[src/rtl/bfpe_pkg.sv]
// ----------------------------------------------------------------------------
// bfpe_pkg
// Shared types and constants of the byte frame pulse encoder.
// ----------------------------------------------------------------------------
package bfpe_pkg;

   localparam int PREFIX_MAX_BITS  = 8;
   localparam int POSTFIX_MAX_BITS = 8;
   localparam int PATTERN_BITS     = 8;
   localparam int DATA_BITS        = 8;
   localparam int MAX_RESULTS      = 50;
   localparam int CNT_W            = $clog2(MAX_RESULTS + 1);

   localparam int PULSE_W = 16;
   localparam int DUR_W   = 15;
   localparam int PAIR_W  = 2 * PULSE_W;

   localparam int CSR_IDX_W  = 3;
   localparam int CSR_DATA_W = 32;

   localparam logic [CSR_IDX_W-1:0] CSR_PREFIX_PATTERN  = 3'd0;
   localparam logic [CSR_IDX_W-1:0] CSR_PREFIX_LENGTH   = 3'd1;
   localparam logic [CSR_IDX_W-1:0] CSR_POSTFIX_PATTERN = 3'd2;
   localparam logic [CSR_IDX_W-1:0] CSR_POSTFIX_LENGTH  = 3'd3;
   localparam logic [CSR_IDX_W-1:0] CSR_FRAME_MODE      = 3'd4;
   localparam logic [CSR_IDX_W-1:0] CSR_PULSES_ONE      = 3'd5;
   localparam logic [CSR_IDX_W-1:0] CSR_PULSES_ZERO     = 3'd6;

   localparam logic [1:0] PAR_NONE = 2'd0;
   localparam logic [1:0] PAR_EVEN = 2'd1;

   typedef struct packed {
      logic             level;
      logic [DUR_W-1:0] duration;
      logic             last;
   } bfpe_pulse_type;

   typedef enum logic [1:0] {
      ST_IDLE,
      ST_RUN,
      ST_FLUSH
   } bfpe_state_type;

endpackage

[src/rtl/bfpe_queue.sv]
// ----------------------------------------------------------------------------
// bfpe_queue
// Two-entry queue built from a head and a tail register.
// ----------------------------------------------------------------------------
module bfpe_queue #(
   parameter int WIDTH = 8
) (
   input  logic             clock,
   input  logic             reset,
   input  logic             push,
   input  logic [WIDTH-1:0] din,
   output logic             full,
   input  logic             pop,
   output logic [WIDTH-1:0] dout,
   output logic             empty
);

   logic [1:0]       cnt_ff, cnt_in;
   logic [WIDTH-1:0] head_ff, head_in;
   logic [WIDTH-1:0] tail_ff, tail_in;
   logic             do_push, do_pop;

   assign full    = (cnt_ff == 2'd2);
   assign empty   = (cnt_ff == 2'd0);
   assign dout    = head_ff;
   assign do_push = push && !full;
   assign do_pop  = pop && !empty;

   always_comb begin
      cnt_in  = cnt_ff + 2'(do_push) - 2'(do_pop);
      tail_in = do_push ? din : tail_ff;
      head_in = head_ff;
      if (do_pop) begin
         head_in = (cnt_ff == 2'd2) ? tail_ff : din;
      end else if (cnt_ff == 2'd0) begin
         head_in = din;
      end
   end

   always_ff @(posedge clock) begin
      if (reset) begin
         cnt_ff <= 2'd0;
      end else begin
         cnt_ff <= cnt_in;
      end
      head_ff <= head_in;
      tail_ff <= tail_in;
   end

endmodule

[src/rtl/bfpe_front.sv]
// ----------------------------------------------------------------------------
// bfpe_front
// Builds the frame bit string and its length for one data byte.
// ----------------------------------------------------------------------------
module bfpe_front #(
   parameter int PREFIX_MAX_BITS  = bfpe_pkg::PREFIX_MAX_BITS,
   parameter int POSTFIX_MAX_BITS = bfpe_pkg::POSTFIX_MAX_BITS,
   parameter int FRAME_W = PREFIX_MAX_BITS + bfpe_pkg::DATA_BITS + 1 + POSTFIX_MAX_BITS,
   parameter int LEN_W   = $clog2(FRAME_W + 1)
) (
   input  logic [bfpe_pkg::PATTERN_BITS-1:0] prefix_pattern,
   input  logic [3:0]                        prefix_length,
   input  logic [bfpe_pkg::PATTERN_BITS-1:0] postfix_pattern,
   input  logic [3:0]                        postfix_length,
   input  logic [2:0]                        frame_mode,
   input  logic                              req_push,
   input  logic [bfpe_pkg::DATA_BITS-1:0]    req_data_byte,
   output logic                              req_full,
   output logic                              mid_push,
   output logic [FRAME_W-1:0]                mid_bits,
   output logic [LEN_W-1:0]                  mid_len,
   input  logic                              mid_full
);

   localparam int PRE_CNT_W  = $clog2(PREFIX_MAX_BITS + 1);
   localparam int POST_CNT_W = $clog2(POSTFIX_MAX_BITS + 1);

   logic [PRE_CNT_W-1:0]                  pre_n;
   logic [POST_CNT_W-1:0]                 post_n;
   logic [PREFIX_MAX_BITS+7:0]            pre_ext;
   logic [POSTFIX_MAX_BITS+7:0]           post_ext;
   logic [PREFIX_MAX_BITS-1:0]            pre_bits;
   logic [POSTFIX_MAX_BITS-1:0]           post_bits;
   logic [bfpe_pkg::DATA_BITS-1:0]        data_ord;
   logic [1:0]                            par_mode;
   logic                                  has_par;
   logic                                  par_bit;
   logic [LEN_W-1:0]                      data_sh, par_sh, post_sh;

   assign req_full = mid_full;
   assign mid_push = req_push;

   always_comb begin
      pre_n  = (int'(prefix_length) > PREFIX_MAX_BITS) ?
               PRE_CNT_W'(PREFIX_MAX_BITS) : PRE_CNT_W'(prefix_length);
      post_n = (int'(postfix_length) > POSTFIX_MAX_BITS) ?
               POST_CNT_W'(POSTFIX_MAX_BITS) : POST_CNT_W'(postfix_length);
      pre_ext  = (PREFIX_MAX_BITS + 8)'(prefix_pattern);
      post_ext = (POSTFIX_MAX_BITS + 8)'(postfix_pattern);
      for (int i = 0; i < PREFIX_MAX_BITS; i++) begin
         pre_bits[i] = pre_ext[i] && (i < int'(pre_n));
      end
      for (int i = 0; i < POSTFIX_MAX_BITS; i++) begin
         post_bits[i] = post_ext[i] && (i < int'(post_n));
      end
      for (int i = 0; i < bfpe_pkg::DATA_BITS; i++) begin
         data_ord[i] = frame_mode[0] ? req_data_byte[bfpe_pkg::DATA_BITS-1-i]
                                     : req_data_byte[i];
      end
      par_mode = frame_mode[2:1];
      has_par  = (par_mode != bfpe_pkg::PAR_NONE);
      par_bit  = (par_mode == bfpe_pkg::PAR_EVEN) ? (^req_data_byte) : !(^req_data_byte);

      data_sh = LEN_W'(pre_n);
      par_sh  = data_sh + LEN_W'(bfpe_pkg::DATA_BITS);
      post_sh = par_sh + LEN_W'(has_par);
      mid_len = post_sh + LEN_W'(post_n);

      mid_bits = FRAME_W'(pre_bits)
               | (FRAME_W'(data_ord) << data_sh)
               | (FRAME_W'(par_bit && has_par) << par_sh)
               | (FRAME_W'(post_bits) << post_sh);
   end

endmodule

[src/rtl/bfpe_back.sv]
// ----------------------------------------------------------------------------
// bfpe_back
// Walks one frame bit string and issues one pulse per cycle while the output
// queue has room. One pulse is held back so the last of the frame is flagged.
// ----------------------------------------------------------------------------
module bfpe_back #(
   parameter int PREFIX_MAX_BITS  = bfpe_pkg::PREFIX_MAX_BITS,
   parameter int POSTFIX_MAX_BITS = bfpe_pkg::POSTFIX_MAX_BITS,
   parameter int FRAME_W = PREFIX_MAX_BITS + bfpe_pkg::DATA_BITS + 1 + POSTFIX_MAX_BITS,
   parameter int LEN_W   = $clog2(FRAME_W + 1)
) (
   input  logic                            clock,
   input  logic                            reset,
   input  logic [bfpe_pkg::PAIR_W-1:0]     pulses_for_one,
   input  logic [bfpe_pkg::PAIR_W-1:0]     pulses_for_zero,
   input  logic                            mid_empty,
   input  logic [FRAME_W-1:0]              mid_bits,
   input  logic [LEN_W-1:0]                mid_len,
   output logic                            mid_pop,
   input  logic                            out_full,
   output logic                            out_push,
   output bfpe_pkg::bfpe_pulse_type        out_data
);

   bfpe_pkg::bfpe_state_type state_ff, state_in;

   logic [FRAME_W-1:0]                bits_ff, bits_in;
   logic [LEN_W-1:0]                  rem_ff, rem_in;
   logic                              phase_b_ff, phase_b_in;
   logic [bfpe_pkg::CNT_W-1:0]        cnt_ff, cnt_in;
   logic [bfpe_pkg::PULSE_W-1:0]      pend_ff, pend_in;
   logic                              pend_vld_ff, pend_vld_in;

   logic [bfpe_pkg::PAIR_W-1:0]       pair;
   logic [bfpe_pkg::PULSE_W-1:0]      pulse_a, pulse_b, word;
   logic                              a_def, b_def;
   logic                              end_frame, stall;

   always_comb begin
      pair      = bits_ff[0] ? pulses_for_one : pulses_for_zero;
      pulse_a   = pair[bfpe_pkg::PULSE_W-1:0];
      pulse_b   = pair[bfpe_pkg::PAIR_W-1:bfpe_pkg::PULSE_W];
      a_def     = (pulse_a[bfpe_pkg::DUR_W-1:0] != '0);
      b_def     = (pulse_b[bfpe_pkg::DUR_W-1:0] != '0);
      word      = phase_b_ff ? pulse_b : pulse_a;
      end_frame = (rem_ff == '0) || (!phase_b_ff && !a_def)
               || (cnt_ff == bfpe_pkg::CNT_W'(bfpe_pkg::MAX_RESULTS));
      stall     = pend_vld_ff && out_full;
   end

   always_comb begin
      state_in = state_ff;
      case (state_ff)
         bfpe_pkg::ST_IDLE: begin
            if (!mid_empty) begin
               state_in = bfpe_pkg::ST_RUN;
            end
         end
         bfpe_pkg::ST_RUN: begin
            if (end_frame) begin
               state_in = bfpe_pkg::ST_FLUSH;
            end
         end
         bfpe_pkg::ST_FLUSH: begin
            if (!stall) begin
               state_in = bfpe_pkg::ST_IDLE;
            end
         end
         default: begin
            state_in = bfpe_pkg::ST_IDLE;
         end
      endcase
   end

   always_comb begin
      bits_in     = bits_ff;
      rem_in      = rem_ff;
      phase_b_in  = phase_b_ff;
      cnt_in      = cnt_ff;
      pend_in     = pend_ff;
      pend_vld_in = pend_vld_ff;
      mid_pop     = 1'b0;
      out_push    = 1'b0;
      out_data.level    = pend_ff[bfpe_pkg::PULSE_W-1];
      out_data.duration = pend_ff[bfpe_pkg::DUR_W-1:0];
      out_data.last     = 1'b0;
      case (state_ff)
         bfpe_pkg::ST_IDLE: begin
            mid_pop     = !mid_empty;
            bits_in     = mid_bits;
            rem_in      = mid_len;
            phase_b_in  = 1'b0;
            cnt_in      = '0;
            pend_vld_in = 1'b0;
         end
         bfpe_pkg::ST_RUN: begin
            if (!end_frame && !stall) begin
               out_push    = pend_vld_ff;
               pend_in     = word;
               pend_vld_in = 1'b1;
               cnt_in      = cnt_ff + bfpe_pkg::CNT_W'(1);
               if (!phase_b_ff && b_def) begin
                  phase_b_in = 1'b1;
               end else begin
                  phase_b_in = 1'b0;
                  bits_in    = bits_ff >> 1;
                  rem_in     = rem_ff - LEN_W'(1);
               end
            end
         end
         bfpe_pkg::ST_FLUSH: begin
            out_data.last = 1'b1;
            if (!stall) begin
               out_push    = pend_vld_ff;
               pend_vld_in = 1'b0;
            end
         end
         default: begin
         end
      endcase
   end

   always_ff @(posedge clock) begin
      if (reset) begin
         state_ff    <= bfpe_pkg::ST_IDLE;
         pend_vld_ff <= 1'b0;
      end else begin
         state_ff    <= state_in;
         pend_vld_ff <= pend_vld_in;
      end
      bits_ff    <= bits_in;
      rem_ff     <= rem_in;
      phase_b_ff <= phase_b_in;
      cnt_ff     <= cnt_in;
      pend_ff    <= pend_in;
   end

endmodule

[src/rtl/byte_frame_pulse_encoder.sv]
// Path: a byte passes the mid queue, the sequencer's frame register and its held-back
// pulse register before its first pulse enters the output queue.
// Throughput: one pulse per cycle while the output queue has room; between bytes the
// sequencer passes its flush and idle states. A full frame holds 25 bits.
// Reset: synchronous, active high; empties queues, clears state and config registers to 0.
// ----------------------------------------------------------------------------
// byte_frame_pulse_encoder
// Frames each data byte and sends it as a stream of pulse descriptors.
// ----------------------------------------------------------------------------
module byte_frame_pulse_encoder #(
   parameter int PREFIX_MAX_BITS  = bfpe_pkg::PREFIX_MAX_BITS,
   parameter int POSTFIX_MAX_BITS = bfpe_pkg::POSTFIX_MAX_BITS
) (
   input  logic                               clock,
   input  logic                               reset,
   input  logic                               req_push,
   output logic                               req_full,
   input  logic [bfpe_pkg::DATA_BITS-1:0]     req_data_byte,
   output logic                               rsp_empty,
   input  logic                               rsp_pop,
   output logic                               rsp_pulse_level,
   output logic [bfpe_pkg::DUR_W-1:0]         rsp_pulse_duration,
   output logic                               rsp_last_of_frame,
   input  logic                               csr_write_en,
   input  logic [bfpe_pkg::CSR_IDX_W-1:0]     csr_index,
   input  logic [bfpe_pkg::CSR_DATA_W-1:0]    csr_wdata
);

   localparam int FRAME_W = PREFIX_MAX_BITS + bfpe_pkg::DATA_BITS + 1 + POSTFIX_MAX_BITS;
   localparam int LEN_W   = $clog2(FRAME_W + 1);

   logic [bfpe_pkg::PATTERN_BITS-1:0] prefix_pattern_ff;
   logic [3:0]                        prefix_length_ff;
   logic [bfpe_pkg::PATTERN_BITS-1:0] postfix_pattern_ff;
   logic [3:0]                        postfix_length_ff;
   logic [2:0]                        frame_mode_ff;
   logic [bfpe_pkg::PAIR_W-1:0]       pulses_for_one_ff;
   logic [bfpe_pkg::PAIR_W-1:0]       pulses_for_zero_ff;

   logic                              mid_push, mid_full, mid_pop, mid_empty;
   logic [FRAME_W-1:0]                mid_bits_wr, mid_bits_rd;
   logic [LEN_W-1:0]                  mid_len_wr, mid_len_rd;
   logic                              out_push, out_full;
   bfpe_pkg::bfpe_pulse_type          out_data, rsp_item;

   always_ff @(posedge clock) begin
      if (reset) begin
         prefix_pattern_ff  <= '0;
         prefix_length_ff   <= '0;
         postfix_pattern_ff <= '0;
         postfix_length_ff  <= '0;
         frame_mode_ff      <= '0;
         pulses_for_one_ff  <= '0;
         pulses_for_zero_ff <= '0;
      end else if (csr_write_en) begin
         case (csr_index)
            bfpe_pkg::CSR_PREFIX_PATTERN:  prefix_pattern_ff  <= csr_wdata[7:0];
            bfpe_pkg::CSR_PREFIX_LENGTH:   prefix_length_ff   <= csr_wdata[3:0];
            bfpe_pkg::CSR_POSTFIX_PATTERN: postfix_pattern_ff <= csr_wdata[7:0];
            bfpe_pkg::CSR_POSTFIX_LENGTH:  postfix_length_ff  <= csr_wdata[3:0];
            bfpe_pkg::CSR_FRAME_MODE:      frame_mode_ff      <= csr_wdata[2:0];
            bfpe_pkg::CSR_PULSES_ONE:      pulses_for_one_ff  <= csr_wdata;
            bfpe_pkg::CSR_PULSES_ZERO:     pulses_for_zero_ff <= csr_wdata;
            default: begin
            end
         endcase
      end
   end

   bfpe_front #(
      .PREFIX_MAX_BITS  (PREFIX_MAX_BITS),
      .POSTFIX_MAX_BITS (POSTFIX_MAX_BITS),
      .FRAME_W          (FRAME_W),
      .LEN_W            (LEN_W)
   ) u_front (
      .prefix_pattern  (prefix_pattern_ff),
      .prefix_length   (prefix_length_ff),
      .postfix_pattern (postfix_pattern_ff),
      .postfix_length  (postfix_length_ff),
      .frame_mode      (frame_mode_ff),
      .req_push        (req_push),
      .req_data_byte   (req_data_byte),
      .req_full        (req_full),
      .mid_push        (mid_push),
      .mid_bits        (mid_bits_wr),
      .mid_len         (mid_len_wr),
      .mid_full        (mid_full)
   );

   bfpe_queue #(
      .WIDTH (FRAME_W + LEN_W)
   ) u_mid_queue (
      .clock (clock),
      .reset (reset),
      .push  (mid_push),
      .din   ({mid_bits_wr, mid_len_wr}),
      .full  (mid_full),
      .pop   (mid_pop),
      .dout  ({mid_bits_rd, mid_len_rd}),
      .empty (mid_empty)
   );

   bfpe_back #(
      .PREFIX_MAX_BITS  (PREFIX_MAX_BITS),
      .POSTFIX_MAX_BITS (POSTFIX_MAX_BITS),
      .FRAME_W          (FRAME_W),
      .LEN_W            (LEN_W)
   ) u_back (
      .clock           (clock),
      .reset           (reset),
      .pulses_for_one  (pulses_for_one_ff),
      .pulses_for_zero (pulses_for_zero_ff),
      .mid_empty       (mid_empty),
      .mid_bits        (mid_bits_rd),
      .mid_len         (mid_len_rd),
      .mid_pop         (mid_pop),
      .out_full        (out_full),
      .out_push        (out_push),
      .out_data        (out_data)
   );

   bfpe_queue #(
      .WIDTH ($bits(bfpe_pkg::bfpe_pulse_type))
   ) u_out_queue (
      .clock (clock),
      .reset (reset),
      .push  (out_push),
      .din   (out_data),
      .full  (out_full),
      .pop   (rsp_pop),
      .dout  (rsp_item),
      .empty (rsp_empty)
   );

   assign rsp_pulse_level    = rsp_item.level;
   assign rsp_pulse_duration = rsp_item.duration;
   assign rsp_last_of_frame  = rsp_item.last;

endmodule

[config.mk]
export PLATFORM = sky130hd
export DESIGN_NAME = byte_frame_pulse_encoder
export DESIGN_NICKNAME = d
export VERILOG_FILES = /design/src/rtl/bfpe_pkg.sv /design/src/rtl/bfpe_queue.sv /design/src/rtl/bfpe_front.sv /design/src/rtl/bfpe_back.sv /design/src/rtl/byte_frame_pulse_encoder.sv
export SDC_FILE = /design/constraint.sdc
export NUM_CORES = 1
export LEC_CHECK = 0
export BUFFER_PORTS_ARGS = -buffer_cell sky130_fd_sc_hd__buf_2
export CORE_MARGIN = 2
export CORE_UTILIZATION = 45
export CTS_CLUSTER_SIZE = 10
export DETAILED_ROUTE_END_ITERATION = 6
export GPL_TIMING_DRIVEN = 0
export SYNTH_ARGS = -nofsm -noshare
export SYNTH_HDL_FRONTEND = slang
export SYNTH_SLANG_ARGS = --single-unit
[constraint.sdc]
create_clock -name clock -period 6.3 [get_ports clock]
set_clock_uncertainty 0.05 [all_clocks]
set_input_delay 0.315 -clock clock [delete_from_list [all_inputs] [get_ports clock]]
set_output_delay 0.315 -clock clock [all_outputs]
set_load 0.01 [all_outputs]
* Word level (Yosys, flattened, before mapping) *
Index checks and enable logic that the tools add are counted.

storage, ports and cells
  register bits after elaboration = 245
  bits of input ports = 48
  output and inout port bits = 19
  word-level logic and storage cells = 173

operators by class
  add/subtract/negate cells = 9
  order comparisons = 18
  equal/unequal tests = 17
  shifts and indexed selects = 3
  multiplexer cells = 42
  bitwise operators = 3
  reduce and logical (&&, ||, !) cells = 61

operators with widths
  kind                                                number
  2-to-1 mux 30 bit                                   3
  2-to-1 mux 17 bit                                   3
  2-to-1 mux 25 bit                                   2
  bitwise OR 25 bit                                   2
  one-hot mux 25 bit (2 select lines)                 1
  < comparator 3 x 4 -> 1 bit (first input constant)  8
  2-to-1 mux 32 bit                                   1
  nonzero test 15 bit                                 2
  logical AND 1 bit                                   25
  bitwise OR 8 x 25 -> 25 bit                         1
  << shifter 1 x 5 -> 25 bit                          1
  << shifter 8 x 4 -> 25 bit                          1
  << shifter 8 x 5 -> 25 bit                          1
  AND reduction 2 bit                                 9
  2-to-1 mux 1 bit                                    17
  < comparator 1 x 4 -> 1 bit (first input constant)  4
  < comparator 2 x 4 -> 1 bit (first input constant)  4
  2-to-1 mux 16 bit                                   1
  one-hot mux 6 bit (2 select lines)                  1
  2-to-1 mux 5 bit                                    2
  one-hot mux 5 bit (2 select lines)                  1
  == test 3 bit (second input constant)               3
  logical NOT 1 bit                                   9
  AND reduction 3 bit                                 3
  28 further kinds                                    48

* Depth between registers and ports, before layout *
Gate-level depths: netlist of the first run.

  depth after elaboration = 13
  depth in mapped cells = 13
  mapped depth without buffers = 12

* Modules after synthesis *
A second synthesis of the first run with hierarchy kept.

second synthesis, totals
  cells, all modules = 1011
  area, all modules = 12488.2 sq um

modules (own cells, without submodules)
  module                     instances  cells each  area an instance (sq um)
  byte_frame_pulse_encoder   1          341         3741.1
  bfpe_back                  1          213         3024.2
  bfpe_queue at u_mid_queue  1          109         2443.6
  bfpe_front                 1          280         1859.3
  bfpe_queue at u_out_queue  1          68          1420.1

* Least setup slack after synthesis of the first run *
Ideal clock, no wire load.

  path type = register to register
  from = register u_back.state_ff[1]
  to = register u_out_queue.cnt_ff[1]
  library setup time = 128 ps
  arrival time = 3180 ps
  required time = 6122 ps
  slack = 2942 ps
  stages on the path, launching flop included = 11
  buffers on the path = 2
  clock period less this slack = 3358 ps
  path through = dfxtp_1 > inv_1 > ha_1 > clkbuf_1 > clkbuf_1 > a31oi_1 > nor3_1 > ha_1 > xor2_1 > xnor2_1 > nor2_1

between the ends
  word-level cells in the longest chain between the ends = 5
  elaborated cells on any way between the ends = 6
  those cells by class = 2 x add/sub; 2 x eq/ne; 1 x mux; 1 x reduce/logical

ends and longest elaborated chain
  element                                                         line              source
  from (decl)                                                     bfpe_back.sv:25   bfpe_pkg::bfpe_state_type state_ff, state_in;
  from (signal assigned)                                          bfpe_back.sv:125  state_ff <= bfpe_pkg::ST_IDLE;
  from (signal assigned)                                          bfpe_back.sv:128  state_ff <= state_in;
  == test 2 bit / == test 2 x 1 -> 1 bit (equally long branches)  bfpe_back.sv:87   case (state_ff)
  one-hot mux 1 bit (2 select lines) (*)                          bfpe_back.sv:87
  logical AND 1 bit (*)                                           bfpe_queue.sv:26  assign do_push = push && !full;
  via u_out_queue.do_push                                         bfpe_queue.sv:21  logic do_push, do_pop;
  adder 2 x 1 -> 2 bit (*)                                        bfpe_queue.sv:30  cnt_in = cnt_ff + 2'(do_push) - 2'(do_pop);
  subtractor 2 x 1 -> 2 bit (*)                                   bfpe_queue.sv:30
  to (signal assigned)                                            bfpe_queue.sv:44  cnt_ff <= cnt_in;
  to (decl)                                                       bfpe_queue.sv:18  logic [1:0] cnt_ff, cnt_in;

Mark *: on every way through the listed nets, which the timed path passes. The rest lies on a longest branch.
A chain may end at the register's enable or synchronous reset.

* Worst setup path after layout of the first run *
  from = register prefix_length_ff[3]
  to = register u_mid_queue.head_ff[15], in the netlist u_mid_queue.dout[15] (data pin)

between the ends
  word-level cells in the longest chain between the ends = 8
  elaborated cells on any way between the ends = 13
  those cells by class = 2 x add/sub; 1 x order compare; 3 x shift; 4 x mux; 3 x bitwise

ends and longest elaborated chain
  element                                                                    line                                source
  from (decl)                                                                byte_frame_pulse_encoder.sv:33      logic [3:0] prefix_length_ff;
  from (signal assigned)                                                     byte_frame_pulse_encoder.sv:58      bfpe_pkg::CSR_PREFIX_LENGTH: prefix_length_ff <= csr_wdata[3:0];
  greater-than comparator 4 bit                                              bfpe_front.sv:44                    pre_n = (int'(prefix_length) > PREFIX_MAX_BITS) ?
  2-to-1 mux 4 bit (*)                                                       bfpe_front.sv:44
  adder 4 x 4 -> 5 bit / << shifter 8 x 4 -> 25 bit (equally long branches)  bfpe_front.sv:65, bfpe_front.sv:70
  adder 5 x 1 -> 5 bit (tied with other cells)                               bfpe_front.sv:66                    post_sh = par_sh + LEN_W'(has_par);
  << shifter 8 x 5 -> 25 bit / bitwise OR 25 bit (equally long branches)     bfpe_front.sv:72, bfpe_front.sv:71
  bitwise OR 25 bit (*)                                                      bfpe_front.sv:72                    | (FRAME_W'(post_bits) << post_sh);
  2-to-1 mux 30 bit, on equally long branches                                bfpe_queue.sv:35, bfpe_queue.sv:34
  2-to-1 mux 30 bit (*)                                                      bfpe_queue.sv:33                    if (do_pop) begin
  via u_mid_queue.head_in[15]                                                bfpe_queue.sv:19                    logic [WIDTH-1:0] head_ff, head_in;
  to (signal assigned)                                                       bfpe_queue.sv:46                    head_ff <= head_in;
  to (decl)                                                                  bfpe_queue.sv:19

Mark *: on every way through the listed nets, which the timed path passes. The rest lies on a longest branch. The select of a mux whose other input is x is not followed.

==> results.py, run 1 <==
metrics = {
    "power_and_ir_drop": {
        "leakage_nw": 4.909,
        "p_total_w": 0.004888,
        "p_switching_w": 0.001397,
        "peakVddDrop_uv": 231.3,
        "p_per_area_mw_per_mm2": 364.4,
        "clkPwrFrac": 0.297,
        "seqPwrFrac": 0.479,
        "pwr-share-comb": 0.224,
        "internal-power_w": 0.003491,
        "p_sw_frac": 0.2858,
    },
    "global_route": {
        "grt-busiest-layer": "met1",
        "grt_max_degree": 32,
        "grtUsageMet2": 0.3189,
        "grt-ovfl-total": 0,
        "grt_use_met1": 0.3254,
        "grt_antenna_before_repair": 0,
        "grt_pass1_wl_um": 44830,
        "grt_pass1_vias": 8026,
        "grtUsageTotal": 0.2121,
        "gr-usage-met3": 0.03214,
    },
    "yosys": {
        "synth_edf_count": 147,
        "ys_ff_latch": 245,
        "synth_top_area_frac": 0.3809,
        "netlist_instances": 1077,
        "async_flop_share": 0,
        "synth_cell_types": 74,
        "synth_nets": 1143,
        "synth_top_area_cell": "edfxtp_1",
        "yosysSeqAreaShare": 0.5502,
        "synth_ff_type": "edfxtp_1",
        "syn_area_per_cell_um2": 10.76,
        "ys_warn_count": 0,
        "synth_area_mm2": 0.01159,
        "yosys-top-cells-count": "nand2_1, edfxtp_1, a21oi_1",
        "netlist_top_cells_area": "edfxtp_1, dfxtp_1, nand2_1, mux2_2, a21oi_1",
        "synth.most_common_cell": "nand2_1",
    },
    "floorplan": {
        "ios": 67,
        "coreArea_mm2": 0.02525,
        "row_count": 58,
        "dieArea_mm2": 0.02705,
        "start_util": 0.4589,
        "die_w_um": 164.5,
        "die_y_um": 164.5,
    },
    "finish": {
        "syn2layout_area_growth_pct": 15.74,
        "fill_cells": 2309,
        "nets": 1264,
        "drive_gt1_frac": 0.1720,
        "fin_area_mm2": 0.01341,
        "n_antenna_cell": 0,
    },
    "drt": {
        "drtIter0Drc": 667,
        "antenna_left": 0,
        "drt_wl_total_um": 28460,
        "drc_errors": 3,
        "routedWlPerCell_um": 18.42,
        "dr.pass1.iters": 7,
        "routed-via-count": 8551,
        "via_per_inst": 5.535,
    },
    "critical_path": {
        "r2r_start": "prefix_length_ff[3]",
        "critPathMaxFanout": 10,
        "rr_worst_depth": 11,
        "crit_slowest_cell": "a2111oi_0",
        "crit_arrival_ps": 3960,
        "cp_cell_sequence": "buf_2, inv_2, nand2_1, inv_1, ha_1, clkbuf_1, nor2_1, a22oi_1, nor2_1, a2111oi_0, a31oi_1",
        "setup.worst_path.class": "reg2reg",
        "crit_path_frequent_cell": "nor2_1",
        "r2r_slack_ps": 2520,
        "required_ps": 6480,
        "setup.worst_path.start": "prefix_length_ff[3]",
        "end_kind": "register",
        "critPathMaxStageDelay_ps": 540,
        "r2r_end": "u_mid_queue.dout[15]",
        "cp-start-kind": "register",
    },
    "place": {
        "numPortBuffers": 65,
        "globalplace.congestion": 0.9324,
        "dp_hpwl_um": 20420,
        "pre_cts_ws_ps": 2539,
        "placed_area_mm2": 0.01236,
    },
    "cts": {
        "cts_tree": "done",
        "cts_hold_buf": 25,
        "numCtsBuffers": 28,
        "cts_resized": 0,
        "htreeDepth": 1,
        "post-cts-setup-buffer-count": 0,
        "cts.sinks": 245,
        "clkLatencyLatePin_ps": 540,
        "clk_path_buf_depth": 3,
        "ctsRootBufferMaster": "clkbuf_16",
        "clk_pin_slew_ps": 60,
    },
    "status": {
        "status": "complete, but fails checks",
        "violations": "design-rule violations",
    },
    "sta": {
        "maxSlewViolCount": 0,
        "worst_pin_slew_ps": 1269,
        "worst_slack_ps": 2517,
        "rsz0062_at_grt": "no",
        "setup_violations": 0,
        "post-route-min-period_ps": 3783,
        "setup_tns_ps": 0,
        "clock.fmax_ghz": 0.2644,
        "relSlewSlack": 0.1519,
        "fin_crit_sh": 0.6004,
        "hold_viol": 0,
    },
    "worst_hold_path": {
        "holdPathEnd": "pulses_for_one_ff[0]",
        "hold_depth": 3,
        "hold_path_class": "in2reg",
        "min_from": "csr_wdata[0]",
    },
    "flow_run": {
        "maxCapViolCount": 0,
    },
}
[layout by cell type, fill, tap and decap left out, types with 5 or more instances in the layout]
master,Yosys,routed
nand2_1,213,213
edfxtp_1,147,147
a21oi_1,106,106
dfxtp_1,98,98
nor2_1,84,83
buf_2,8,73
clkbuf_1,43,59
mux2_2,55,55
mux2i_1,29,29
clkbuf_16,0,28
dlygate4sd3_1,0,25
inv_1,21,21
mux4_2,19,19
nor4_1,18,18
nand3_1,18,18
ha_1,17,17
nor3_1,16,15
xnor2_1,14,14
o21ai_0,14,14
nor2b_1,14,13
a31oi_1,10,10
nand2b_1,9,9
o22ai_1,7,7
o21ai_1,6,6
xor2_1,6,6
o31ai_1,6,6
nand4_1,5,5
a211oi_1,5,5
a21o_1,5,5
o211ai_1,5,5
[sequential cells by signal (all words and copies together), names as in the netlist]
name	count
u_back.pend_ff	16
pulses_for_one_ff	32
u_back.bits_ff	25
u_mid_queue.cnt_ff	2
postfix_length_ff	4
u_out_queue.tail_ff	17
u_back.rem_ff	5
prefix_length_ff	4
u_back.phase_b_ff	1
frame_mode_ff	3
u_mid_queue.dout	30
u_mid_queue.tail_ff	30
u_back.pend_vld_ff	1
pulses_for_zero_ff	32
prefix_pattern_ff	8
postfix_pattern_ff	8
u_out_queue.cnt_ff	2
u_out_queue.dout	17
u_back.state_ff	2
u_back.cnt_ff	6
[through the flow]
step / std cells / util / hold slack (ps)
after floorplan: 1077 / - / 370.4
after global placement: 1472 / 0.4881 / 376.9
after CTS: 1545 / 0.5310 / 20.41
final: 1545 / 0.5311 / 54.09
after global routing: 1545 / 0.5311 / 40.75
after detailed placement: 1473 / 0.4892 / 379.5
[kinds of logic (layout without fill, tap and decap cells)]
group / Yosys count / after routing / share of synthesized area
mux: 107 / 107 / 0.1209
compound gates: 196 / 196 / 0.1054
fa+ha+maj: 18 / 18 / 0.02008
simple gates: 402 / 402 / 0.1515
xor+xnor: 24 / 24 / 0.02127
flops: 245 / 245 / 0.5502
buf+inv: 85 / 223 / 0.03066
[metal layers]
metal | vias to the layer above | share of wire
li1 | 4140 | -
met1 | 4145 | 0.49
met2 | 232 | 0.44
met3 | 34 | 0.054
met4 | 0 | 0.014
met5 | - | 0
[worst max-delay path: cells and delay by family (launching register included)]
kind / cells / cell delay, ps
buf+inv: 4 / 960
compound gates: 3 / 1190
flops: 1 / 330
fa+ha+maj: 1 / 480
simple gates: 3 / 460
[area by class of cell]
cell class | count | area (um^2) | area share
Multi-Input combinational cell | 747 | 4873 | 0.3633
Timing Repair Buffer | 91 | 590.6 | 0.04403
Buffer | 59 | 257.7 | 0.01922
Clock buffer | 46 | 788.3 | 0.05877
Tap cell | 330 | 412.9 | 0.03078
Inverter | 26 | 97.59 | 0.007276
Sequential cell | 245 | 6376 | 0.4754
Clock inverter | 1 | 16.27 | 0.001213
[worst max path at each step]
stage                                       end  slack (ps)  depth (start not counted)
after floorplan           u_out_queue.cnt_ff[1]        2940                         10
after global placement    u_out_queue.cnt_ff[1]        1890                         10
after detailed placement   u_mid_queue.dout[15]        2540                         11
after CTS                  u_mid_queue.dout[15]        2550                         11
after global routing       u_mid_queue.dout[15]        2300                         11
final                      u_mid_queue.dout[15]        2520                         11
[power by group through the flow]
stage	registers (W)	clock network (W)	logic, W
after detailed placement	0.00237	0	0.00109
after global routing	0.00238	0.00155	0.00121
after CTS	0.00235	0.00148	0.00111
final	0.00234	0.00145	0.00110
after floorplan	0.00235	0	0.000755
after global placement	0.00237	0	0.00107
(Power assumes the default switching activity.)
==> run 2, diff against run 1 <==
ABC_AREA = 1   (was not set)
clock period = 3.1 ns   (was 6.3 ns; I/O delays follow)
==> run 2 against run 1 <==
The flow now finishes without violations. Global-route usage grew 0.34 points. Via count grew 12%. Total power rose by 120%. Die area grew 0.85%. Fmax up 29%. Critical path type unchanged. Largest cell class unchanged. Largest power group unchanged. Highest routed layer unchanged.
==> results.py, run 2 <==
metrics = {
    "drt": {
        "routedWlPerCell_um": 15.39,
        "via_per_inst": 5.107,
        "antenna_left": 0,
        "drc_errors": 0,
        "drtIter0Drc": 765,
        "drt_wl_total_um": 28800,
        "dr.pass1.iters": 5,
        "routed-via-count": 9561,
    },
    "yosys": {
        "netlist_instances": 1386,
        "yosys-top-cells-count": "nand2_1, nor2_1, edfxtp_1",
        "synth_ff_type": "edfxtp_1",
        "synth_top_area_cell": "edfxtp_1",
        "synth_edf_count": 147,
        "synth_area_mm2": 0.01169,
        "yosysSeqAreaShare": 0.5454,
        "ys_warn_count": 0,
        "synth_top_area_frac": 0.3776,
        "ys_ff_latch": 245,
        "synth_nets": 1452,
        "synth.most_common_cell": "nand2_1",
        "async_flop_share": 0,
        "synth_cell_types": 43,
        "syn_area_per_cell_um2": 8.434,
        "netlist_top_cells_area": "edfxtp_1, dfxtp_1, nand2_1, nor2_1, o21ai_0",
    },
    "place": {
        "dp_hpwl_um": 20630,
        "pre_cts_ws_ps": -52.87,
        "placed_area_mm2": 0.01248,
        "globalplace.congestion": 0.9153,
        "numPortBuffers": 66,
    },
    "sta": {
        "clock.fmax_ghz": 0.3410,
        "setup_violations": 0,
        "rsz0062_at_grt": "yes",
        "maxSlewViolCount": 0,
        "post-route-min-period_ps": 2932,
        "worst_slack_ps": 167.6,
        "whs_ps": 50.14,
        "fin_crit_sh": 0.9459,
        "relSlewSlack": 0.3774,
        "hold_viol": 0,
        "worst_pin_slew_ps": 924.1,
    },
    "global_route": {
        "grt_max_degree": 32,
        "grt_antenna_before_repair": 1,
        "grtUsageTotal": 0.2155,
        "grt_pass1_vias": 8785,
        "grt_pass1_wl_um": 46490,
        "grt-ovfl-total": 0,
    },
    "cts": {
        "cts_tree": "done",
        "ctsRootBufferMaster": "clkbuf_16",
        "cts.sinks": 245,
        "clk_pin_slew_ps": 60,
        "clkLatencyLatePin_ps": 550,
        "htreeDepth": 1,
        "numCtsBuffers": 29,
        "clk_path_buf_depth": 3,
    },
    "finish": {
        "drive_gt1_frac": 0.1188,
        "fin_area_mm2": 0.01370,
        "reg_top3": "pulses_for_one_ff x32, pulses_for_zero_ff x32",
        "nets": 1587,
        "mostFrequentLayoutCells": "nand2_1, nor2_1, edfxtp_1, o21ai_0, nand3_1",
        "syn2layout_area_growth_pct": 17.23,
        "final_common_cell": "nand2_1",
    },
    "power_and_ir_drop": {
        "seqPwrFrac": 0.457,
        "internal-power_w": 0.007242,
        "peakVddDrop_uv": 422.4,
        "leakage_nw": 6.125,
        "pwr-share-comb": 0.258,
        "p_per_area_mw_per_mm2": 778.0,
        "p_sw_frac": 0.3207,
        "clkPwrFrac": 0.285,
        "p_switching_w": 0.003420,
    },
    "worst_hold_path": {
        "hold_path_class": "in2reg",
    },
    "flow_run": {
        "maxCapViolCount": 0,
    },
    "critical_path": {
        "crit_arrival_ps": 3080,
        "cp-start-kind": "register",
        "required_ps": 3250,
        "setup.worst_path.class": "reg2reg",
        "end_kind": "register",
        "critPathMaxFanout": 10,
    },
    "floorplan": {
        "row_count": 58,
        "start_util": 0.4616,
        "ios": 67,
        "die_w_um": 165.2,
        "die_y_um": 165.2,
        "coreArea_mm2": 0.02533,
        "dieArea_mm2": 0.02728,
    },
    "status": {
        "status": "finished clean",
    },
}
==> run 2: cell type report <==
cell class | instances | area [um^2]
fillers | 2385 | 11620
flip-flops and latches | 245 | 6377
multi-input cells | 998 | 4736
clock buffers | 48 | 817.0
repair buffers | 103 | 703.2
well taps | 330 | 412.9
inverters | 84 | 320.3
plain buffers | 60 | 312.8
clock inverters | 3 | 22.52
diodes | 1 | 2.502
==> run 2: path summary, 6_finish.rpt <==
kind | from | depth (start not counted) | slack [ps] | end
hold reg to reg | u_back.pend_ff[9] | 0 | 400 | u_out_queue.tail_ff[10]
setup / recovery | u_back.bits_ff[0] | 11 | 170 | u_back.cnt_ff[2]
setup reg to reg | u_back.bits_ff[0] | 11 | 170 | u_back.cnt_ff[2]
hold / removal | csr_index[0] | 3 | 50 | postfix_length_ff[2]
==> run 2: logic make-up after synthesis <==
logic type | after synthesis | share of synthesized area
AOI/OAI and AO/OA | 185 | 0.08338
xor gates and xnor gates | 9 | 0.006743
adders and majority gates | 18 | 0.01991
buffers and inverters | 144 | 0.05405
DFF | 245 | 0.5454
muxes | 24 | 0.02226
and+or+nand+nor | 761 | 0.2682
==> run 2: metal layers <==
layer / up-vias / wire (um) / part of all wire / GRT usage
met1: 4447 / 14550 / 0.51 / 0.3323
met3: 44 / 1196 / 0.042 / 0.02697
met5: - / 0 / 0 / 0
li1: 4870 / - / - / -
met4: 0 / 612 / 0.021 / 0.05296
met2: 200 / 12450 / 0.43 / 0.3212
==> run 2: worst max-delay path, stage by stage (launching register included) <==
cell      delay, ps
edfxtp_1        530
buf_2           260
nand2_1          90
nand2_1          50
a21oi_1         250
nand3_1         110
nor2_1          100
nand2_1         150
nand3_1         100
nand2_1          80
o21ai_0         380
inv_1           430
==> run 2: power groups by stage <==
stage	Sequential (W)	Combinational (W)	Clock, W
after floorplan	0.00493	0.00171	0
after global placement	0.00496	0.00254	0
after detailed placement	0.00494	0.00261	0
after CTS	0.00488	0.00270	0.00311
after global routing	0.00495	0.00310	0.00326
final	0.00487	0.00275	0.00304
==> run 2: repair_timing <==
action / in CTS / in global routing
gates resized for setup: 2 / 3
gates cloned: 1 / 0
hold endpoints to repair: 92 / 0
setup endpoints to repair: 31 / 58
pin swaps: 0 / 3
hold buffers: 33 / 0
buffers inserted: 0 / 3
==> run 2: through the flow <==
step	cells	TNS, ps	power (W)	util
floorplan	1386	0	0.006641	-
global placement	1782	-60970	0.007497	0.4911
detailed placement	1783	-473.5	0.007554	0.4926
CTS	1868	0	0.01070	0.5395
global route	1872	-88.74	0.01131	0.5411
finish	1872	0	0.01066	0.5411
==> run 3, diff against run 2 <==
CELL_PAD_IN_SITES_DETAIL_PLACEMENT = 1   (was not set)
CELL_PAD_IN_SITES_GLOBAL_PLACEMENT = 2   (was not set)
CORE_UTILIZATION = 34   (was 45)
GPL_TIMING_DRIVEN = not set   (was 0)
PLACE_DENSITY_LB_ADDON = 0.1   (was not set)
==> run 3 against run 2 <==
Register-to-register slack improved by 80 ps. Cell area rose by 0.36%. Count of clock-buffer cells in the layout rose by 5. Global-route usage fell by 2.8 points. Largest power group unchanged.
==> results.py, run 3 (synthesis gave the netlist of run 2 again) <==
metrics = {
    "floorplan": {
        "start_util": 0.3469,
        "ios": 67,
        "die_w_um": 189.4,
        "coreArea_mm2": 0.03370,
        "dieArea_mm2": 0.03588,
        "row_count": 67,
        "die_y_um": 189.4,
    },
    "drt": {
        "dr.pass1.iters": 4,
        "via_per_inst": 4.847,
        "routed-via-count": 9451,
        "drc_errors": 0,
        "routedWlPerCell_um": 17.01,
        "antenna_left": 0,
        "drtIter0Drc": 495,
        "drt_wl_total_um": 33170,
    },
    "cts": {
        "clk_path_buf_depth": 3,
        "numCtsBuffers": 30,
        "clkLatencyLatePin_ps": 570,
        "clk_pin_slew_ps": 60,
        "htreeDepth": 1,
        "ctsRootBufferMaster": "clkbuf_16",
        "cts_tree": "done",
        "post-cts-setup-buffer-count": 0,
        "cts.sinks": 245,
    },
    "critical_path": {
        "setup.worst_path.start": "prefix_length_ff[0]",
        "cp-start-kind": "register",
        "crit_arrival_ps": 3110,
        "r2r_start": "prefix_length_ff[0]",
        "setup.worst_path.class": "reg2reg",
        "r2r_slack_ps": 240,
        "r2r_end": "u_mid_queue.dout[3]",
        "rr_worst_depth": 16,
        "end_kind": "register",
        "crit_end": "u_mid_queue.dout[3]",
        "required_ps": 3350,
        "critPathMaxFanout": 14,
    },
    "flow_run": {
        "maxCapViolCount": 0,
    },
    "global_route": {
        "grt_pass1_wl_um": 53990,
        "grt_pass1_vias": 9756,
        "grt-ovfl-total": 0,
        "grt_max_degree": 37,
        "grt_antenna_before_repair": 1,
        "grtUsageTotal": 0.1880,
    },
    "finish": {
        "n_antenna_cell": 0,
        "final_common_cell": "nand2_1",
        "fin_area_mm2": 0.01375,
        "syn2layout_area_growth_pct": 17.65,
        "nets": 1544,
        "layout.cells.non_filler": 1950,
        "reg_top3": "pulses_for_one_ff x32, pulses_for_zero_ff x32",
        "drive_gt1_frac": 0.1225,
        "mostFrequentLayoutCells": "nand2_1, nor2_1, edfxtp_1, o21ai_0, nand3_1",
    },
    "sta": {
        "maxSlewViolCount": 0,
        "setup_tns_ps": 0,
        "worst_slack_ps": 242.9,
        "rsz0062_at_grt": "no",
        "relSlewSlack": 0.4114,
        "fin_crit_sh": 0.9217,
        "clock.fmax_ghz": 0.3500,
        "setup_violations": 0,
        "worst_pin_slew_ps": 881.9,
        "hold_viol": 0,
        "post-route-min-period_ps": 2857,
    },
    "place": {
        "pre_cts_ws_ps": 191.7,
        "globalplace.congestion": 0.8434,
        "dp_hpwl_um": 23190,
        "placed_area_mm2": 0.01247,
        "numPortBuffers": 66,
        "dpl.cell_count": 1861,
    },
    "power_and_ir_drop": {
        "p_total_w": 0.01092,
        "peakVddDrop_uv": 522.1,
        "p_per_area_mw_per_mm2": 794.2,
        "leakage_nw": 6.088,
    },
    "worst_hold_path": {
        "hold_path_class": "in2reg",
    },
    "status": {
        "status": "finished clean",
    },
}
[run 3: cell types whose count changed in the layout (fill, tap and decap cells not counted), moves of 2 or more]
cell | previous run | this run
nor2_1 | 233 | 231
buf_2 | 75 | 66
nor2_4 | 5 | 2
buf_6 | 9 | 0
nor2_2 | 0 | 4
inv_1 | 71 | 69
buf_4 | 5 | 19
clkbuf_1 | 55 | 19
clkbuf_8 | 2 | 4
[run 3: power breakdown]
part           internal [W]  switching, W
logic              0.000864       0.00185
clock network       0.00199       0.00133
registers           0.00458      0.000309
[run 3: cell type report]
cell class                      instances  area, um^2
Fill cell                            4035       19950
Inverter                               84       324.1
Timing Repair Buffer                  120       843.3
Clock inverter                          3       68.82
Multi-Input combinational cell        997        4703
Sequential cell                       245        6376
Tap cell                              448       560.5
Clock buffer                           53       877.1
[run 3: through the flow]
stage	hold WS, ps	utilization
after floorplan	174.1	-
after global placement	346.6	0.3701
after detailed placement	352.8	0.3701
after CTS	20.88	0.4079
after global routing	89.20	0.4081
final	44.26	0.4081
[run 3: timing repair]
action,CTS,global route
resized for setup,0,2
endpoints found under the setup margin,0,7
hold endpoints to repair,94,0
hold buffers,33,0
[run 3: worst min-delay path by stage]
stage / slack (ps) / end / start / cells after the start
CTS: 20 / postfix_length_ff[2] / csr_index[0] / 3
finish: 40 / frame_mode_ff[2] / csr_index[0] / 6
global placement: 350 / pulses_for_zero_ff[18] / csr_wdata[18] / 3
global route: 90 / postfix_length_ff[0] / csr_index[0] / 3
floorplan: 170 / u_back.state_ff[0] / reset / 1
detailed placement: 350 / pulses_for_zero_ff[15] / csr_wdata[15] / 3
[run 3: layer usage]
| layer | vias to the layer above | part of all wire | global-route usage |
|---|---|---|---|
| met5 | - | 0 | 0 |
| met4 | 0 | 0.016 | 0.03816 |
| met3 | 33 | 0.037 | 0.02039 |
| met2 | 122 | 0.43 | 0.2856 |
| met1 | 4521 | 0.52 | 0.2882 |
| li1 | 4775 | - | - |
[run 3: critical path, stage by stage (launching register included)]
cell and delay (ps):
dfxtp_1 350, nor2_1 150, nand2_1 90, nand2_1 80, nand2_2 130, inv_2 200
ha_2 240, inv_1 60, nand2_2 80, nand2_4 110, inv_2 230, ha_1 320
a21oi_1 160, nand2_1 80, xor2_1 150, nand2_1 60, nand2_1 50
